`config.mk`:
```
export PLATFORM = sky130hd
export DESIGN_NAME = fit_block_allocator
export DESIGN_NICKNAME = d
export VERILOG_FILES = /design/src/rtl/core/fba_pkg.sv /design/src/rtl/core/fba_ram.sv /design/src/rtl/core/fba_ctrl.sv /design/src/rtl/core/fba_datapath.sv /design/src/rtl/core/fit_block_allocator.sv
export SDC_FILE = /design/constraint.sdc
export NUM_CORES = 1
export LEC_CHECK = 0
export BUFFER_PORTS_ARGS = -buffer_cell sky130_fd_sc_hd__buf_4
export CAP_MARGIN = 0
export CELL_PAD_IN_SITES_DETAIL_PLACEMENT = 1
export CELL_PAD_IN_SITES_GLOBAL_PLACEMENT = 2
export CORE_MARGIN = 2
export CORE_UTILIZATION = 45
export CTS_CLUSTER_DIAMETER = 30
export DETAILED_ROUTE_END_ITERATION = 16
export HOLD_SLACK_MARGIN = 0.12
export PLACE_DENSITY_LB_ADDON = 0.08
export SYNTH_ARGS = -nofsm -noshare
export SYNTH_HDL_FRONTEND = slang
export SYNTH_HIERARCHICAL = 1
export SYNTH_SLANG_ARGS = --single-unit
```
`constraint.sdc`:
```
create_clock -name clk_i -period 4.8 [get_ports clk_i]
set_input_delay 0.72 -clock clk_i [delete_from_list [all_inputs] [get_ports clk_i]]
set_output_delay 0.72 -clock clk_i [all_outputs]
set_load 0.005 [all_outputs]
```
`src/rtl/core/fba_pkg.sv`:
```
// Shared types, widths and codes for the fit block allocator.
`timescale 1ns / 1ps

package fba_pkg;

  // Default geometry of the block table
  localparam int BLOCK_COUNT_DEF = 16;
  localparam int SIZE_BITS_DEF   = 16;

  // Fixed field widths of the stream and configuration ports
  localparam int ACT_W      = 2;
  localparam int IDX_FLD_W  = 4;
  localparam int SIZE_FLD_W = 16;
  localparam int SUM_W      = 20;
  localparam int MODE_W     = 2;
  localparam int NUMB_W     = 5;
  localparam int CFG_IDX_W  = 2;
  localparam int CFG_DATA_W = 5;
  localparam int IN_DATA_W  = 40;
  localparam int OUT_DATA_W = 40;

  localparam logic [SUM_W-1:0] SUM_MAX = '1;

  // Configuration register indexes
  localparam logic [CFG_IDX_W-1:0] CFG_FIT_MODE   = 2'd0;
  localparam logic [CFG_IDX_W-1:0] CFG_NUM_BLOCKS = 2'd1;

  // Request kinds
  typedef enum logic [ACT_W-1:0] {
    ACT_LOAD    = 2'd0,
    ACT_ALLOC   = 2'd1,
    ACT_RELEASE = 2'd2
  } action_e;

  // Search policies
  typedef enum logic [MODE_W-1:0] {
    FIT_FIRST = 2'd0,
    FIT_BEST  = 2'd1,
    FIT_WORST = 2'd2
  } fit_mode_e;

  // Commands from the controller to the datapath
  typedef struct packed {
    logic capture;
    logic load_wr;
    logic clr_all;
    logic scan_clr;
    logic scan_issue;
    logic finish;
  } fba_cmd_t;

  // Status from the datapath to the controller
  typedef struct packed {
    logic scan_end;
  } fba_sts_t;

endpackage

```
`src/rtl/core/fba_ram.sv`:
```
// Generic single-write, single-read RAM with registered read data.
`timescale 1ns / 1ps

module fba_ram #(
  parameter int WIDTH = 16,
  parameter int DEPTH = 16
) (
  input  logic                     clk_i,
  input  logic                     we_i,
  input  logic [$clog2(DEPTH)-1:0] waddr_i,
  input  logic [WIDTH-1:0]         wdata_i,
  input  logic                     re_i,
  input  logic [$clog2(DEPTH)-1:0] raddr_i,
  output logic [WIDTH-1:0]         rdata_o
);

  logic [WIDTH-1:0] mem_q [DEPTH];
  logic [WIDTH-1:0] rdata_q;

  // Write port and registered read port.
  always_ff @(posedge clk_i) begin
    if (we_i) begin
      mem_q[waddr_i] <= wdata_i;
    end
    if (re_i) begin
      rdata_q <= mem_q[raddr_i];
    end
  end

  assign rdata_o = rdata_q;

endmodule

```
`src/rtl/core/fba_ctrl.sv`:
```
// Sequencing state machine of the fit block allocator.
`timescale 1ns / 1ps

module fba_ctrl (
  input  logic                           clk_i,
  input  logic                           rst_ni,
  input  logic                           in_valid_i,
  output logic                           in_ready_o,
  input  logic [fba_pkg::ACT_W-1:0]      in_action_i,
  output logic                           out_valid_o,
  input  logic                           out_ready_i,
  output fba_pkg::fba_cmd_t              cmd_o,
  input  fba_pkg::fba_sts_t              sts_i
);

  typedef enum logic [1:0] {
    ST_IDLE,
    ST_SCAN,
    ST_FINISH
  } state_e;

  state_e state_q, state_d;
  logic   out_valid_q, out_valid_d;
  logic   in_acc;

  assign in_ready_o  = (state_q == ST_IDLE);
  assign in_acc      = in_valid_i && in_ready_o;
  assign out_valid_o = out_valid_q;

  // Next state and commands for the datapath.
  always_comb begin
    state_d     = state_q;
    out_valid_d = out_valid_q && !out_ready_i;
    cmd_o       = '0;
    case (state_q)
      ST_IDLE: begin
        if (in_acc) begin
          cmd_o.capture = 1'b1;
          state_d       = ST_FINISH;
          case (in_action_i)
            fba_pkg::ACT_LOAD:    cmd_o.load_wr = 1'b1;
            fba_pkg::ACT_RELEASE: cmd_o.clr_all = 1'b1;
            fba_pkg::ACT_ALLOC: begin
              cmd_o.scan_clr = 1'b1;
              state_d        = ST_SCAN;
            end
            default: ;
          endcase
        end
      end
      ST_SCAN: begin
        // The compare of the last read entry lands in the cycle that sees the end.
        if (sts_i.scan_end) begin
          state_d = ST_FINISH;
        end else begin
          cmd_o.scan_issue = 1'b1;
        end
      end
      ST_FINISH: begin
        if (!out_valid_q || out_ready_i) begin
          cmd_o.finish = 1'b1;
          out_valid_d  = 1'b1;
          state_d      = ST_IDLE;
        end
      end
      default: state_d = ST_IDLE;
    endcase
  end

  // State and output valid registers.
  always_ff @(posedge clk_i or negedge rst_ni) begin
    if (!rst_ni) begin
      state_q     <= ST_IDLE;
      out_valid_q <= 1'b0;
    end else begin
      state_q     <= state_d;
      out_valid_q <= out_valid_d;
    end
  end

`ifndef SYNTHESIS
  a_alloc_scans: assert property (@(posedge clk_i) disable iff (!rst_ni)
    (in_acc && in_action_i == fba_pkg::ACT_ALLOC) |=> (state_q == ST_SCAN))
    else $error("allocate request did not start a scan");
  a_finish_shows: assert property (@(posedge clk_i) disable iff (!rst_ni)
    cmd_o.finish |=> out_valid_q)
    else $error("finished request left no result");
  a_scan_to_finish: assert property (@(posedge clk_i) disable iff (!rst_ni)
    (state_q == ST_SCAN && sts_i.scan_end) |=> (state_q == ST_FINISH))
    else $error("scan end did not lead to finish");
`endif

endmodule

```
`src/rtl/core/fba_datapath.sv`:
```
// Block table, busy marks, search compare and result registers.
`timescale 1ns / 1ps

module fba_datapath #(
  parameter int BLOCK_COUNT = fba_pkg::BLOCK_COUNT_DEF,
  parameter int SIZE_BITS   = fba_pkg::SIZE_BITS_DEF
) (
  input  logic                             clk_i,
  input  logic                             rst_ni,
  input  fba_pkg::fba_cmd_t                cmd_i,
  output fba_pkg::fba_sts_t                sts_o,
  input  logic                             cfg_valid_i,
  input  logic [fba_pkg::CFG_IDX_W-1:0]    cfg_index_i,
  input  logic [fba_pkg::CFG_DATA_W-1:0]   cfg_data_i,
  input  logic [fba_pkg::ACT_W-1:0]        action_i,
  input  logic [fba_pkg::IDX_FLD_W-1:0]    block_index_i,
  input  logic [fba_pkg::SIZE_FLD_W-1:0]   block_size_i,
  input  logic [fba_pkg::SIZE_FLD_W-1:0]   request_size_i,
  output logic                             granted_o,
  output logic [fba_pkg::IDX_FLD_W-1:0]    granted_block_o,
  output logic [fba_pkg::SIZE_FLD_W-1:0]   fragment_o,
  output logic [fba_pkg::SUM_W-1:0]        total_fragment_o
);

  localparam int IDX_W = $clog2(BLOCK_COUNT);
  localparam int CNT_W = $clog2(BLOCK_COUNT + 1);
  localparam int ADD_W = ((SIZE_BITS > fba_pkg::SUM_W) ? SIZE_BITS : fba_pkg::SUM_W) + 1;

  // Configuration and control state
  logic [fba_pkg::MODE_W-1:0] fit_mode_q;
  logic [fba_pkg::NUMB_W-1:0] num_blocks_q;
  logic [BLOCK_COUNT-1:0]     busy_q;
  logic [fba_pkg::SUM_W-1:0]  sum_q;
  logic [CNT_W-1:0]           cnt_q;
  logic                       cmp_v_q;
  logic                       found_q;

  // Payload registers
  logic [fba_pkg::ACT_W-1:0]  act_q;
  logic [SIZE_BITS-1:0]       req_q;
  logic [IDX_W-1:0]           cmp_idx_q;
  logic [IDX_W-1:0]           pick_q;
  logic [SIZE_BITS-1:0]       left_q;
  logic                       granted_q;
  logic [fba_pkg::IDX_FLD_W-1:0]  gblock_q;
  logic [fba_pkg::SIZE_FLD_W-1:0] frag_q;
  logic [fba_pkg::SUM_W-1:0]  total_q;

  logic [CNT_W-1:0]           limit;
  logic                       load_ok;
  logic [SIZE_BITS-1:0]       rd_size;
  logic                       fits;
  logic [SIZE_BITS-1:0]       lo;
  logic                       take;
  logic                       grant;
  logic [ADD_W-1:0]           add;
  logic [fba_pkg::SUM_W-1:0]  sum_next;

  // Entries searched: the block count register capped at the table size.
  assign limit = (32'(num_blocks_q) > BLOCK_COUNT) ? CNT_W'(BLOCK_COUNT)
                                                    : CNT_W'(num_blocks_q);
  assign sts_o.scan_end = (cnt_q == limit);
  assign load_ok = (32'(block_index_i) < BLOCK_COUNT);

  // Size table, read one entry a cycle during a scan.
  fba_ram #(
    .WIDTH (SIZE_BITS),
    .DEPTH (BLOCK_COUNT)
  ) u_size_table (
    .clk_i   (clk_i),
    .we_i    (cmd_i.load_wr && load_ok),
    .waddr_i (IDX_W'(block_index_i)),
    .wdata_i (SIZE_BITS'(block_size_i)),
    .re_i    (cmd_i.scan_issue),
    .raddr_i (cnt_q[IDX_W-1:0]),
    .rdata_o (rd_size)
  );

  // Fit test of the entry just read and the policy's choice.
  always_comb begin
    fits = !busy_q[cmp_idx_q] && (rd_size >= req_q);
    lo   = rd_size - req_q;
    case (fit_mode_q)
      fba_pkg::FIT_BEST:  take = fits && (!found_q || lo <= left_q);
      fba_pkg::FIT_WORST: take = fits && (!found_q || lo >= left_q);
      default:            take = fits && !found_q;
    endcase
  end

  // Saturating running total.
  assign grant    = (act_q == fba_pkg::ACT_ALLOC) && found_q;
  assign add      = ADD_W'(sum_q) + ADD_W'(left_q);
  assign sum_next = (add > ADD_W'(fba_pkg::SUM_MAX)) ? fba_pkg::SUM_MAX
                                                     : add[fba_pkg::SUM_W-1:0];

  // Control state: configuration, busy marks, total, scan progress.
  always_ff @(posedge clk_i or negedge rst_ni) begin
    if (!rst_ni) begin
      fit_mode_q   <= fba_pkg::FIT_FIRST;
      num_blocks_q <= fba_pkg::NUMB_W'(16);
      busy_q       <= '0;
      sum_q        <= '0;
      cnt_q        <= '0;
      cmp_v_q      <= 1'b0;
      found_q      <= 1'b0;
    end else begin
      if (cfg_valid_i) begin
        case (cfg_index_i)
          fba_pkg::CFG_FIT_MODE:   fit_mode_q   <= cfg_data_i[fba_pkg::MODE_W-1:0];
          fba_pkg::CFG_NUM_BLOCKS: num_blocks_q <= cfg_data_i;
          default: ;
        endcase
      end
      cmp_v_q <= cmd_i.scan_issue;
      if (cmd_i.clr_all) begin
        busy_q <= '0;
        sum_q  <= '0;
      end else if (cmd_i.load_wr && load_ok) begin
        busy_q[IDX_W'(block_index_i)] <= 1'b0;
      end else if (cmd_i.finish && grant) begin
        busy_q[pick_q] <= 1'b1;
        sum_q          <= sum_next;
      end
      if (cmd_i.scan_clr) begin
        cnt_q   <= '0;
        found_q <= 1'b0;
      end else begin
        if (cmd_i.scan_issue) begin
          cnt_q <= cnt_q + CNT_W'(1);
        end
        if (cmp_v_q && take) begin
          found_q <= 1'b1;
        end
      end
    end
  end

  // Request payload, best candidate and result registers.
  always_ff @(posedge clk_i) begin
    if (cmd_i.capture) begin
      act_q <= action_i;
      req_q <= SIZE_BITS'(request_size_i);
    end
    cmp_idx_q <= cnt_q[IDX_W-1:0];
    if (cmp_v_q && take) begin
      pick_q <= cmp_idx_q;
      left_q <= lo;
    end
    if (cmd_i.finish) begin
      granted_q <= grant;
      gblock_q  <= grant ? fba_pkg::IDX_FLD_W'(pick_q) : '0;
      frag_q    <= grant ? fba_pkg::SIZE_FLD_W'(left_q) : '0;
      total_q   <= grant ? sum_next : sum_q;
    end
  end

  assign granted_o        = granted_q;
  assign granted_block_o  = gblock_q;
  assign fragment_o       = frag_q;
  assign total_fragment_o = total_q;

`ifndef SYNTHESIS
  a_grant_marks_busy: assert property (@(posedge clk_i) disable iff (!rst_ni)
    (cmd_i.finish && grant) |=> busy_q[$past(pick_q)])
    else $error("granted block not marked busy");
  a_total_grows: assert property (@(posedge clk_i) disable iff (!rst_ni)
    !cmd_i.clr_all |=> (sum_q >= $past(sum_q)))
    else $error("fragment total fell without a release");
  a_found_needs_scan: assert property (@(posedge clk_i) disable iff (!rst_ni)
    ($rose(found_q)) |-> $past(cmp_v_q))
    else $error("candidate found without a compared entry");
`endif

endmodule

```
`src/rtl/core/fit_block_allocator.sv`:
```
// Top level of the fit block allocator: controller, datapath and ports.
//
//   Channel   Direction  Handshake               Contents
//   s_axis    in         s_axis_tvalid/tready    tuser action, tdata index/size/request
//   m_axis    out        m_axis_tvalid/tready    tuser granted, tdata block/fragment/total
//   cfg       in         cfg_valid_i/cfg_ready_o index 0 fit mode, 1 block count
//
// A load, release-all or unused request goes from idle straight to finish; an allocate
// first scans N entries, where N is the block count capped at BLOCK_COUNT, reading the
// size table RAM one entry a cycle through its single read port.
// Reset clears the busy marks and running total and resets the configuration at once;
// there is no clearing pass. A result waits in the output register while the next
// request is taken; a request only stalls at its last cycle if that register is full.
`timescale 1ns / 1ps

module fit_block_allocator #(
  parameter int BLOCK_COUNT = fba_pkg::BLOCK_COUNT_DEF,
  parameter int SIZE_BITS   = fba_pkg::SIZE_BITS_DEF
) (
  input  logic                              clk_i,
  input  logic                              rst_ni,
  input  logic                              s_axis_tvalid,
  output logic                              s_axis_tready,
  // [3:0] block_index, [19:4] block_size, [35:20] request_size
  input  logic [fba_pkg::IN_DATA_W-1:0]     s_axis_tdata,
  // [1:0] action
  input  logic [fba_pkg::ACT_W-1:0]         s_axis_tuser,
  output logic                              m_axis_tvalid,
  input  logic                              m_axis_tready,
  // [3:0] granted_block, [19:4] fragment, [39:20] total_fragment
  output logic [fba_pkg::OUT_DATA_W-1:0]    m_axis_tdata,
  // [0] granted
  output logic                              m_axis_tuser,
  input  logic                              cfg_valid_i,
  output logic                              cfg_ready_o,
  input  logic [fba_pkg::CFG_IDX_W-1:0]     cfg_index_i,
  input  logic [fba_pkg::CFG_DATA_W-1:0]    cfg_data_i
);

  fba_pkg::fba_cmd_t cmd;
  fba_pkg::fba_sts_t sts;

  logic [fba_pkg::IDX_FLD_W-1:0]  granted_block;
  logic [fba_pkg::SIZE_FLD_W-1:0] fragment;
  logic [fba_pkg::SUM_W-1:0]      total_fragment;

  // Configuration writes are always taken.
  assign cfg_ready_o = 1'b1;

  // Request sequencing.
  fba_ctrl u_ctrl (
    .clk_i       (clk_i),
    .rst_ni      (rst_ni),
    .in_valid_i  (s_axis_tvalid),
    .in_ready_o  (s_axis_tready),
    .in_action_i (s_axis_tuser),
    .out_valid_o (m_axis_tvalid),
    .out_ready_i (m_axis_tready),
    .cmd_o       (cmd),
    .sts_i       (sts)
  );

  // Table, search and results.
  fba_datapath #(
    .BLOCK_COUNT (BLOCK_COUNT),
    .SIZE_BITS   (SIZE_BITS)
  ) u_datapath (
    .clk_i            (clk_i),
    .rst_ni           (rst_ni),
    .cmd_i            (cmd),
    .sts_o            (sts),
    .cfg_valid_i      (cfg_valid_i),
    .cfg_index_i      (cfg_index_i),
    .cfg_data_i       (cfg_data_i),
    .action_i         (s_axis_tuser),
    .block_index_i    (s_axis_tdata[3:0]),
    .block_size_i     (s_axis_tdata[19:4]),
    .request_size_i   (s_axis_tdata[35:20]),
    .granted_o        (m_axis_tuser),
    .granted_block_o  (granted_block),
    .fragment_o       (fragment),
    .total_fragment_o (total_fragment)
  );

  assign m_axis_tdata = {total_fragment, fragment, granted_block};

endmodule
```
==> results of run 1 <==
[final cells by class]
cell class / instances / area share, %
clock buffers: 106 / 10.7
inverters: 50 / 0.846
flip-flops and latches: 408 / 53.9
multi-input cells: 610 / 24.1
clock inverters: 62 / 3.31
repair buffers: 123 / 4.22
well taps: 518 / 2.92
[report_power, final]
part           leakage (nW)  internal, mW  switching [mW]
combinational          2.83          1.55            1.99
clock                  1.49          4.04            2.07
sequential             3.93          4.39           0.313
[cell families (layout without fill, tap and decap cells)]
logic type                 Yosys count  after routing  synth area share (%)
AOI/OAI and AO/OA                  233            233                  9.02
and+or+nand+nor                    211            211                  5.85
adders and majority gates           52             52                  3.77
DFF                                408            408                  67.7
muxes                               78             78                  9.67
xor gates and xnor gates            35             35                  1.74
other                                1              1                0.0213
buffers and inverters               90            341                  2.21
[through the flow]
| stage | instances | total power [mW] | hold slack (ps) | util, % | area, sq um |
|---|---|---|---|---|---|
| after global placement | 1709 | 8.26 | 426 | 49.4 | 19100 |
| after detailed placement | 1709 | 8.33 | 451 | 49.4 | 19100 |
| final | 1877 | 14.4 | 194 | 57.4 | 22200 |
| after global routing | 1877 | 15.1 | 243 | 57.4 | 22200 |
| after CTS | 1877 | 14.5 | 205 | 57.4 | 22200 |
| after floorplan | 1108 | 7.16 | 416 | - | 17600 |
[worst paths after layout]
| check | endpoint | slack, ps | start |
|---|---|---|---|
| min in group clk_i | u_datapath/req_q[11] | 280 | s_axis_tdata[31] |
| max reg2reg | u_datapath/left_q[7] | 570 | u_datapath/u_size_table/rdata_o[0] |
| min reg2reg | u_datapath/pick_q[3] | 470 | u_datapath/cmp_idx_q[3] |
| max | u_datapath/left_q[7] | 570 | u_datapath/u_size_table/rdata_o[0] |
| max in group asynchronous | u_datapath/cnt_q[0] | 4040 | rst_ni |
| min | u_datapath/sum_q[15] | 190 | rst_ni |
[cell usage in the layout, fill, tap and decap left out, drive strengths merged, types with 11 or more instances in the layout]
cell type    n
inv         57
clkbuf     106
o21ai       40
mux4        69
a22oi       33
a31oi       24
buf        123
and2        11
a211oi      23
a21o        13
clkinv      36
nor3        13
xor2        13
nand2       44
xnor2       22
edfxtp     351
ha          50
a21oi       49
nor2        78
dfrtp       52
[worst reg2reg max path, delay by kind of cell, from the launching register on]
kind	cells	cell delay, ps
buf+inv	3	400
simple gates	2	260
compound gates	8	1750
fa+ha+maj	3	820
flops	1	350
xor+xnor	2	330
[sequential cells by signal, indices dropped and copies added (netlist names), 4 cells and up]
name / flops
u_datapath/num_blocks_q: 5
u_datapath/u_size_table/rdata_o: 16
u_datapath/left_q: 16
u_datapath/sum_q: 20
u_datapath/pick_q: 4
u_datapath/u_size_table/mem_q: 256
u_datapath/fragment_o: 16
u_datapath/granted_block_o: 4
u_datapath/busy_q: 16
u_datapath/cnt_q: 5
u_datapath/total_fragment_o: 20
u_datapath/req_q: 16
u_datapath/cmp_idx_q: 4
[per-layer routing]
layer,vias up,global-route usage (%)
li1,4772,-
met1,5372,27.6
met2,237,39.7
met3,77,4.08
met4,0,7.59
met5,-,0
==> impl_metrics.yaml, run 1 <==
routing:
  avgViaCountPerCell: 5.57
  post_drt_wl_per_cell_microns: 23.7
  highest_layer: "met4"
  routed_wl_microns: 44500
  drtIter0Drc: 551
  wl_met1_microns: 18100
  drc: 0
  route.met2.wl_microns: 23400
  wl_met3_microns: 2030
  antenna_left: 0
  num_vias: 10500
  firstDrtPassIters: 5
cts:
  cts_resized: 0
  clkSinkCount: 408
  cts_buffer_depth: 3
  cts_setup_buffers: 0
  cts_htree_levels: 3
  numCtsBuffers: 90
  cts_root_buf: "clkbuf_16"
  hold_buffers: 0
  cts_tree: "yes"
  clock_latency_ps: 630
  clk_pin_slew_worst_paths_ps: 50
timing:
  hold_violations: 0
  finalMaxSlewViolations: 0
  finClkSkew_ps: 16.7
  period_share_pct: 88.2
  final.setup.worst_slack_ps: 567
  rsz0062_at_grt: "no"
  fmax_mhz: 236
  slew-limit-headroom_pct: 23.8
  setup-violations-final: 0
  fin_setup_tns_ps: 0
  fin_crit_ps: 4230
  worstMarginPinSlew_ps: 1140
synth:
  avgSynthCellArea_sq_um: 15.9
  synth_commonest_cells: "edfxtp_1 (351), nor2_1 (78), mux4_2 (55)"
  synthFlopType: "edfxtp_1"
  synthTopCellsByArea: "edfxtp_1 (60%), dfrtp_1 (7.4%), mux4_2 (7.0%)"
  syn-num-nets: 1214
  mappedNetlistArea_sq_mm: 0.0176
  synth_top_area_share_pct: 59.7
  syn_inst: 1108
  yosysWarnings: 6
  synth.distinct_cells: 76
  synth_enable_flop_cells: 351
  ys_ff_latch: 408
  ys_seq_area_share_pct: 67.7
  synth_area_leader_cell: "edfxtp_1"
  synthMostInstantiatedCell: "edfxtp_1"
  synthArstFlopShare_pct: 13.0
grt:
  grt_use_total_pct: 22.4
  grt-ovfl-total: 0
  grt_pass1_wl_microns: 68300
  grt_max_degree: 70
  first_global_vias: 11400
  antenna_found_initial: 2
setup_path:
  setup.worst_path.end_class: "flop"
  arrival_ps: 4520
  r2r_cells: 18
  cp-start-kind: "flop"
  crit_type: "reg -> reg"
  crit_family: "compound AO/OA/AOI/OAI gates"
  critPathRequiredTime_ps: 5090
  path_max_fanout: 20
  worstPathCellList: "inv_1 > ha_1 > inv_1 > fa_1 > a21o_1 > a21oi_1 > o21bai_1 > a221o_1 > a21oi_1 > xnor2_1 > ha_1 > nand4_1 > nor2_1 > a221oi_1 > o211ai_1 > xnor2_1 > o211a_1 > buf_4"
  timing.critical_path.buf_inv: 3
  slowest_delay_ps: 400
  crit_slowest_cell: "fa_1"
  crit_cells: 18
layout:
  drive_gt1_share_pct: 27.1
  multi_input_area_sq_mm: 0.00535
  ff_latch_area_sq_mm: 0.0120
  num_antenna_cells: 0
  fin_nets: 1389
  syn2layout_area_growth_pct: 25.7
  nFillCells: 3547
pwr:
  leakage_nw: 8.24
  power_density_mw_per_mm2: 648
  ir_drop_uv: 420
die:
  pin_count: 98
  die_h_microns: 202
  die_area_sq_mm: 0.0408
  core_area_sq_mm: 0.0386
  rows: 72
  start_util_pct: 45.7
  die_x_microns: 202
placed_design:
  io_buffers: 92
  preCtsSetupSlack_ps: 506
  dp_hpwl_microns: 27700
  place_congestion: 0.770
run_status:
  status: "complete, no violations"
hold_path:
  hold_class: "in -> async"
run:
  drv_cap: 0
Note: power is estimated with default switching activity, not from simulation.
==> run 2: changes to the inputs <==
- CORE_UTILIZATION: 45 -> 49
- clock period: 4.8 -> 4.9 ns (I/O delays scaled with it)
==> run 2 against run 1 <==
Net effect: first-iteration DRC count shrank 0.18%; clock skew grew 22 ps; via count grew 1.2%; global-route usage grew 1.9 points; final area shrank 1.3%; sequential cell count is the same; core utilization grew 4.3 points; total power shrank 3.8%; sequential share of layout area grew 0.70 points; clock power shrank 6.2%; critical path type unchanged; critical endpoint is now u_datapath/left_q[11].
==> impl_metrics.yaml, run 2 (synthesis results as in run 1) <==
timing:
  finClkSkew_ps: 39.1
  fmax_mhz: 229
  rsz0062_at_grt: "no"
  finalMaxSlewViolations: 0
  setup-violations-final: 0
  period_share_pct: 89.2
  slew-limit-headroom_pct: 19.1
  fin_crit_ps: 4370
  fin_setup_tns_ps: 0
  worstMarginPinSlew_ps: 1210
  hold_violations: 0
hold_path:
  hold_class: "in -> async"
pwr:
  power_density_mw_per_mm2: 631
  pwr-share-clk_pct: 41.5
  combPwrFrac_pct: 24.6
  p_sw_mw: 4.21
  switching_share_pct: 30.5
  ir_drop_uv: 451
  p_int_mw: 9.60
  seqPwrFrac_pct: 33.9
  leakage_nw: 8.11
routing:
  firstDrtPassIters: 5
  routed_wl_microns: 45100
  num_vias: 10600
  post_drt_wl_per_cell_microns: 25.1
  antenna_left: 0
  avgViaCountPerCell: 5.88
  drc: 0
  drtIter0Drc: 550
die:
  core_area_sq_mm: 0.0355
  rows: 69
  die_area_sq_mm: 0.0375
  die_h_microns: 194
  start_util_pct: 49.7
  pin_count: 98
  die_x_microns: 194
placed_design:
  io_buffers: 92
  dp_hpwl_microns: 27000
  place_inst: 1648
  place_congestion: 0.828
layout:
  multi_input_area_sq_mm: 0.00535
  drive_gt1_share_pct: 26.3
  largest_register: "u_datapath/u_size_table/mem_q"
  syn2layout_area_growth_pct: 24.1
  num_antenna_cells: 0
  nFillCells: 3210
  ff_latch_area_sq_mm: 0.0120
  final_cell_mix: "edfxtp_1 (351), buf_4 (118), clkbuf_16 (84), nor2_1 (77), mux4_2 (55)"
  fin_cells: 1799
  largest_reg_flops: 256
  fin_nets: 1379
  final_common_cell: "edfxtp_1"
setup_path:
  timing.critical_path.buf_inv: 3
  crit_slowest_cell: "fa_1"
  crit_type: "reg -> reg"
  critPathRequiredTime_ps: 5140
  cp-start-kind: "flop"
  setup.worst_path.end_class: "flop"
  crit_family: "compound AO/OA/AOI/OAI gates"
  worstPathCellList: "inv_1 > ha_1 > inv_1 > fa_1 > a21o_1 > a21oi_1 > o21bai_1 > a221o_1 > a21oi_1 > xnor2_1 > ha_1 > nand4_1 > nor2_1 > a221oi_1 > o211ai_1 > xnor2_1 > o211a_1 > buf_4"
  path_max_fanout: 20
  slowest_delay_ps: 400
  arrival_ps: 4610
cts:
  numCtsBuffers: 84
  cts_htree_levels: 3
  clock_latency_ps: 600
  cts_resized: 0
  cts_setup_buffers: 0
  clkSinkCount: 408
  clk_pin_slew_worst_paths_ps: 40
  hold_buffers: 0
  cts_root_buf: "clkbuf_16"
  cts_tree: "yes"
  cts_buffer_depth: 3
run_status:
  status: "complete, no violations"
run:
  drv_cap: 0
grt:
  grt_max_degree: 54
  grt_use_total_pct: 24.3
  grt-ovfl-total: 0
  grt_pass1_wl_microns: 68500
  first_global_vias: 11500
  antenna_found_initial: 0
[run 2: changes by cell type in the layout (fill, tap and decap cells not counted), sizes merged]
| cell | before | now |
|---|---|---|
| clkbuf | 106 | 94 |
| clkinv | 36 | 28 |
| buf | 123 | 119 |
| inv | 57 | 55 |
| bufinv | 9 | 11 |
| clkinvlp | 10 | 13 |
[run 2: final timing paths]
| kind | from | end | slack (ps) | depth (start not counted) |
|---|---|---|---|---|
| max | u_datapath/u_size_table/rdata_o[0] | u_datapath/left_q[11] | 530 | 18 |
| min | rst_ni | u_datapath/sum_q[14] | 210 | 1 |
| max reg2reg | u_datapath/u_size_table/rdata_o[0] | u_datapath/left_q[11] | 530 | 18 |
| min reg2reg | u_datapath/cmp_idx_q[3] | u_datapath/pick_q[3] | 470 | 0 |
| max in group asynchronous | rst_ni | u_datapath/cnt_q[0] | 4070 | 1 |
| min in group clk_i | s_axis_tdata[30] | u_datapath/req_q[10] | 320 | 1 |
[run 2: metrics by stage]
| step | instance area [sq um] | total power, mW | util, % | hold WS, ps | setup slack (ps) |
|---|---|---|---|---|---|
| after floorplan | 17600 | 7.02 | - | 416 | 761 |
| after global placement | 19000 | 8.05 | 53.5 | 433 | 596 |
| after detailed placement | 19000 | 8.13 | 53.5 | 437 | 523 |
| after CTS | 21900 | 13.9 | 61.7 | 229 | 483 |
| after global routing | 21900 | 14.5 | 61.7 | 245 | 156 |
| final | 21900 | 13.8 | 61.7 | 213 | 530 |
[run 2: routing by layer]
metal  share of wire (%)  up-vias  track usage, %
met2                  52      303            42.4
li1                    -     4752               -
met5                   0        -               0
met1                  40     5425            29.0
met4                 3.7        0            11.0
met3                 4.5      104            5.01
[run 2: cell type report]
type | instances | area share (%)
Multi-Input combinational cell | 610 | 24.4
Clock inverter | 57 | 3.45
Timing Repair Buffer | 119 | 4.14
Sequential cell | 408 | 54.6
Clock buffer | 94 | 9.87
Tap cell | 461 | 2.64
Inverter | 50 | 0.857
[run 2: power by group through the flow]
stage          clock network (mW)  registers, mW  logic [mW]
3_3_place_gp                    0           4.74        3.31
6_report                     5.73           4.68        3.40
5_1_grt                      5.97           4.74        3.75
3_5_place_dp                    0           4.75        3.38
2_1_floorplan                   0           4.53        2.49
4_1_cts                      5.80           4.70        3.43
[run 2: worst reg2reg max path: cells and delay by family, from the launching register on]
family | cells | cell delay [ps]
AO/OA/AOI/OAI | 8 | 1900
adder cells (fa/ha/maj) | 3 | 810
buffers and inverters | 3 | 390
flip-flops | 1 | 350
XOR/XNOR | 2 | 330
AND/OR/NAND/NOR | 2 | 230
==> run 3: changes to the inputs <==
- CTS_BUF_LIST: unset -> sky130_fd_sc_hd__clkbuf_4 sky130_fd_sc_hd__clkbuf_8 sky130_fd_sc_hd__clkbuf_16
==> run 3 against run 2 <==
Net effect: combinational power barely moved; via count is 0.73% lower; global-route usage about the same; clock power increased by 0.7%; routed wire length is 0.36% lower; final cell count did not move; worst hold slack improved by 1.5 ps; non-clock buffer count unchanged; critical path type unchanged; first-iteration DRC count up 7.3%; critical path depth is the same; sequential power about the same.
==> impl_metrics.yaml, run 3 (synthesis results as in run 1) <==
run_status:
  status: "complete, no violations"
die:
  die_h_microns: 194
  die_area_sq_mm: 0.0375
  pin_count: 98
  rows: 69
  start_util_pct: 49.7
  die_x_microns: 194
  core_area_sq_mm: 0.0355
cts:
  cts_tree: "yes"
  clock_latency_ps: 610
  numCtsBuffers: 84
  cts_htree_levels: 3
  clk_pin_slew_worst_paths_ps: 50
  hold_buffers: 0
  cts_root_buf: "clkbuf_16"
  clkSinkCount: 408
  cts_setup_buffers: 0
  cts_buffer_depth: 3
  cts_resized: 0
routing:
  firstDrtPassIters: 4
  drc: 0
  avgViaCountPerCell: 5.84
  antenna_left: 0
  post_drt_wl_per_cell_microns: 25.0
  drtIter0Drc: 590
  num_vias: 10500
  routed_wl_microns: 44900
timing:
  hold_violations: 0
  final.setup.worst_slack_ps: 546
  rsz0062_at_grt: "no"
  hold_ws_ps: 215
  finalMaxSlewViolations: 0
  period_share_pct: 88.9
  setup-violations-final: 0
  finClkSkew_ps: 43.5
  fin_setup_tns_ps: 0
  fmax_mhz: 230
  worstMarginPinSlew_ps: 1210
  fin_crit_ps: 4350
  slew-limit-headroom_pct: 19.4
setup_path:
  crit_family: "compound AO/OA/AOI/OAI gates"
  crit_slowest_cell: "fa_1"
  critPathRequiredTime_ps: 5150
  setup.worst_path.end_class: "flop"
  slowest_delay_ps: 400
  timing.critical_path.buf_inv: 3
  r2r-start: "u_datapath/u_size_table/rdata_o[0]"
  worstPathCellList: "inv_1 > ha_1 > inv_1 > fa_1 > a21o_1 > a21oi_1 > o21bai_1 > a221o_1 > a21oi_1 > xnor2_1 > ha_1 > nand4_1 > nor2_1 > a221oi_1 > o211ai_1 > xnor2_1 > o211a_1 > buf_4"
  crit_path_start: "u_datapath/u_size_table/rdata_o[0]"
  cp-start-kind: "flop"
  r2r_end: "u_datapath/left_q[11]"
  crit_type: "reg -> reg"
  path_max_fanout: 20
  arrival_ps: 4600
  rrSetupSlack_ps: 550
  r2r_cells: 18
layout:
  num_antenna_cells: 0
  final_common_cell: "edfxtp_1"
  syn2layout_area_growth_pct: 24.2
  largest_register: "u_datapath/u_size_table/mem_q"
  fin_util_pct: 61.8
  largest_reg_flops: 256
  nFillCells: 3188
  multi_input_area_sq_mm: 0.00535
  ff_latch_area_sq_mm: 0.0120
  fin_nets: 1379
  drive_gt1_share_pct: 26.9
  final_cell_mix: "edfxtp_1 (351), buf_4 (118), clkbuf_16 (84), nor2_1 (77), mux4_2 (55)"
hold_path:
  hold_class: "in -> async"
grt:
  antenna_found_initial: 0
  grt_pass1_wl_microns: 68600
  grt-ovfl-total: 0
  first_global_vias: 11500
  grt_max_degree: 54
  grt_use_total_pct: 24.3
pwr:
  leakage_nw: 8.13
  power_density_mw_per_mm2: 632
  ir_drop_uv: 449
  p_total_mw: 13.9
placed_design:
  preCtsSetupSlack_ps: 523
  io_buffers: 92
  place_congestion: 0.828
  dp_hpwl_microns: 27000
run:
  drv_cap: 0
==> run 3: cell count changes in the layout (fill, tap and decap cells not counted) <==
cell,change
clkbuf_1,-8
clkbuf_4,+8
==> run 3: power by group <==
part / switching, mW / total [mW] / leakage, nW / internal (mW)
Combinational: 1.89 / 3.40 / 2.81 / 1.51
Clock: 1.94 / 5.77 / 1.40 / 3.83
Sequential: 0.383 / 4.68 / 3.93 / 4.30
Total: 4.21 / 13.9 / 8.13 / 9.65
==> run 3: cell type report <==
type	instances	area share [%]
flip-flops and latches	408	54.5
clock inverters	57	3.44
inverters	50	0.856
repair buffers	119	4.13
clock buffers	94	9.99
multi-input cells	610	24.4
well taps	461	2.63
==> run 3: worst max-delay path by stage <==
stage	cells past startpoint	endpoint
2_1_floorplan	7	u_datapath/sum_q[19]
3_3_place_gp	18	u_datapath/pick_q[1]
3_5_place_dp	18	u_datapath/pick_q[1]
4_1_cts	18	u_datapath/left_q[11]
5_1_grt	18	u_datapath/left_q[13]
6_report	18	u_datapath/left_q[11]
==> run 3: per-stage QoR <==
stage / std cells / area [sq um]
final: 1799 / 21900
after global routing: 1799 / 21900
after CTS: 1799 / 21900
after detailed placement: 1648 / 19000
after global placement: 1648 / 19000
after floorplan: 1108 / 17600
==> run 3: layer usage <==
metal	vias to the layer above	GRT usage, %	wire length [microns]	share of wire [%]
li1	4748	-	-	-
met1	5352	28.8	18000	40
met2	295	42.5	23100	51
met3	112	4.89	1950	4.3
met4	0	11.7	1860	4.1
met5	-	0	0	0
==> run 3: worst register-to-register path: stages, from the launching register on <==
cell	delay (ps)
edfxtp_1	350
inv_1	70
ha_1	150
inv_1	50
fa_1	400
a21o_1	180
a21oi_1	330
o21bai_1	250
a221o_1	370
a21oi_1	180
xnor2_1	170
ha_1	260
nand4_1	160
nor2_1	70
a221oi_1	230
o211ai_1	160
xnor2_1	160
o211a_1	180
buf_4	280
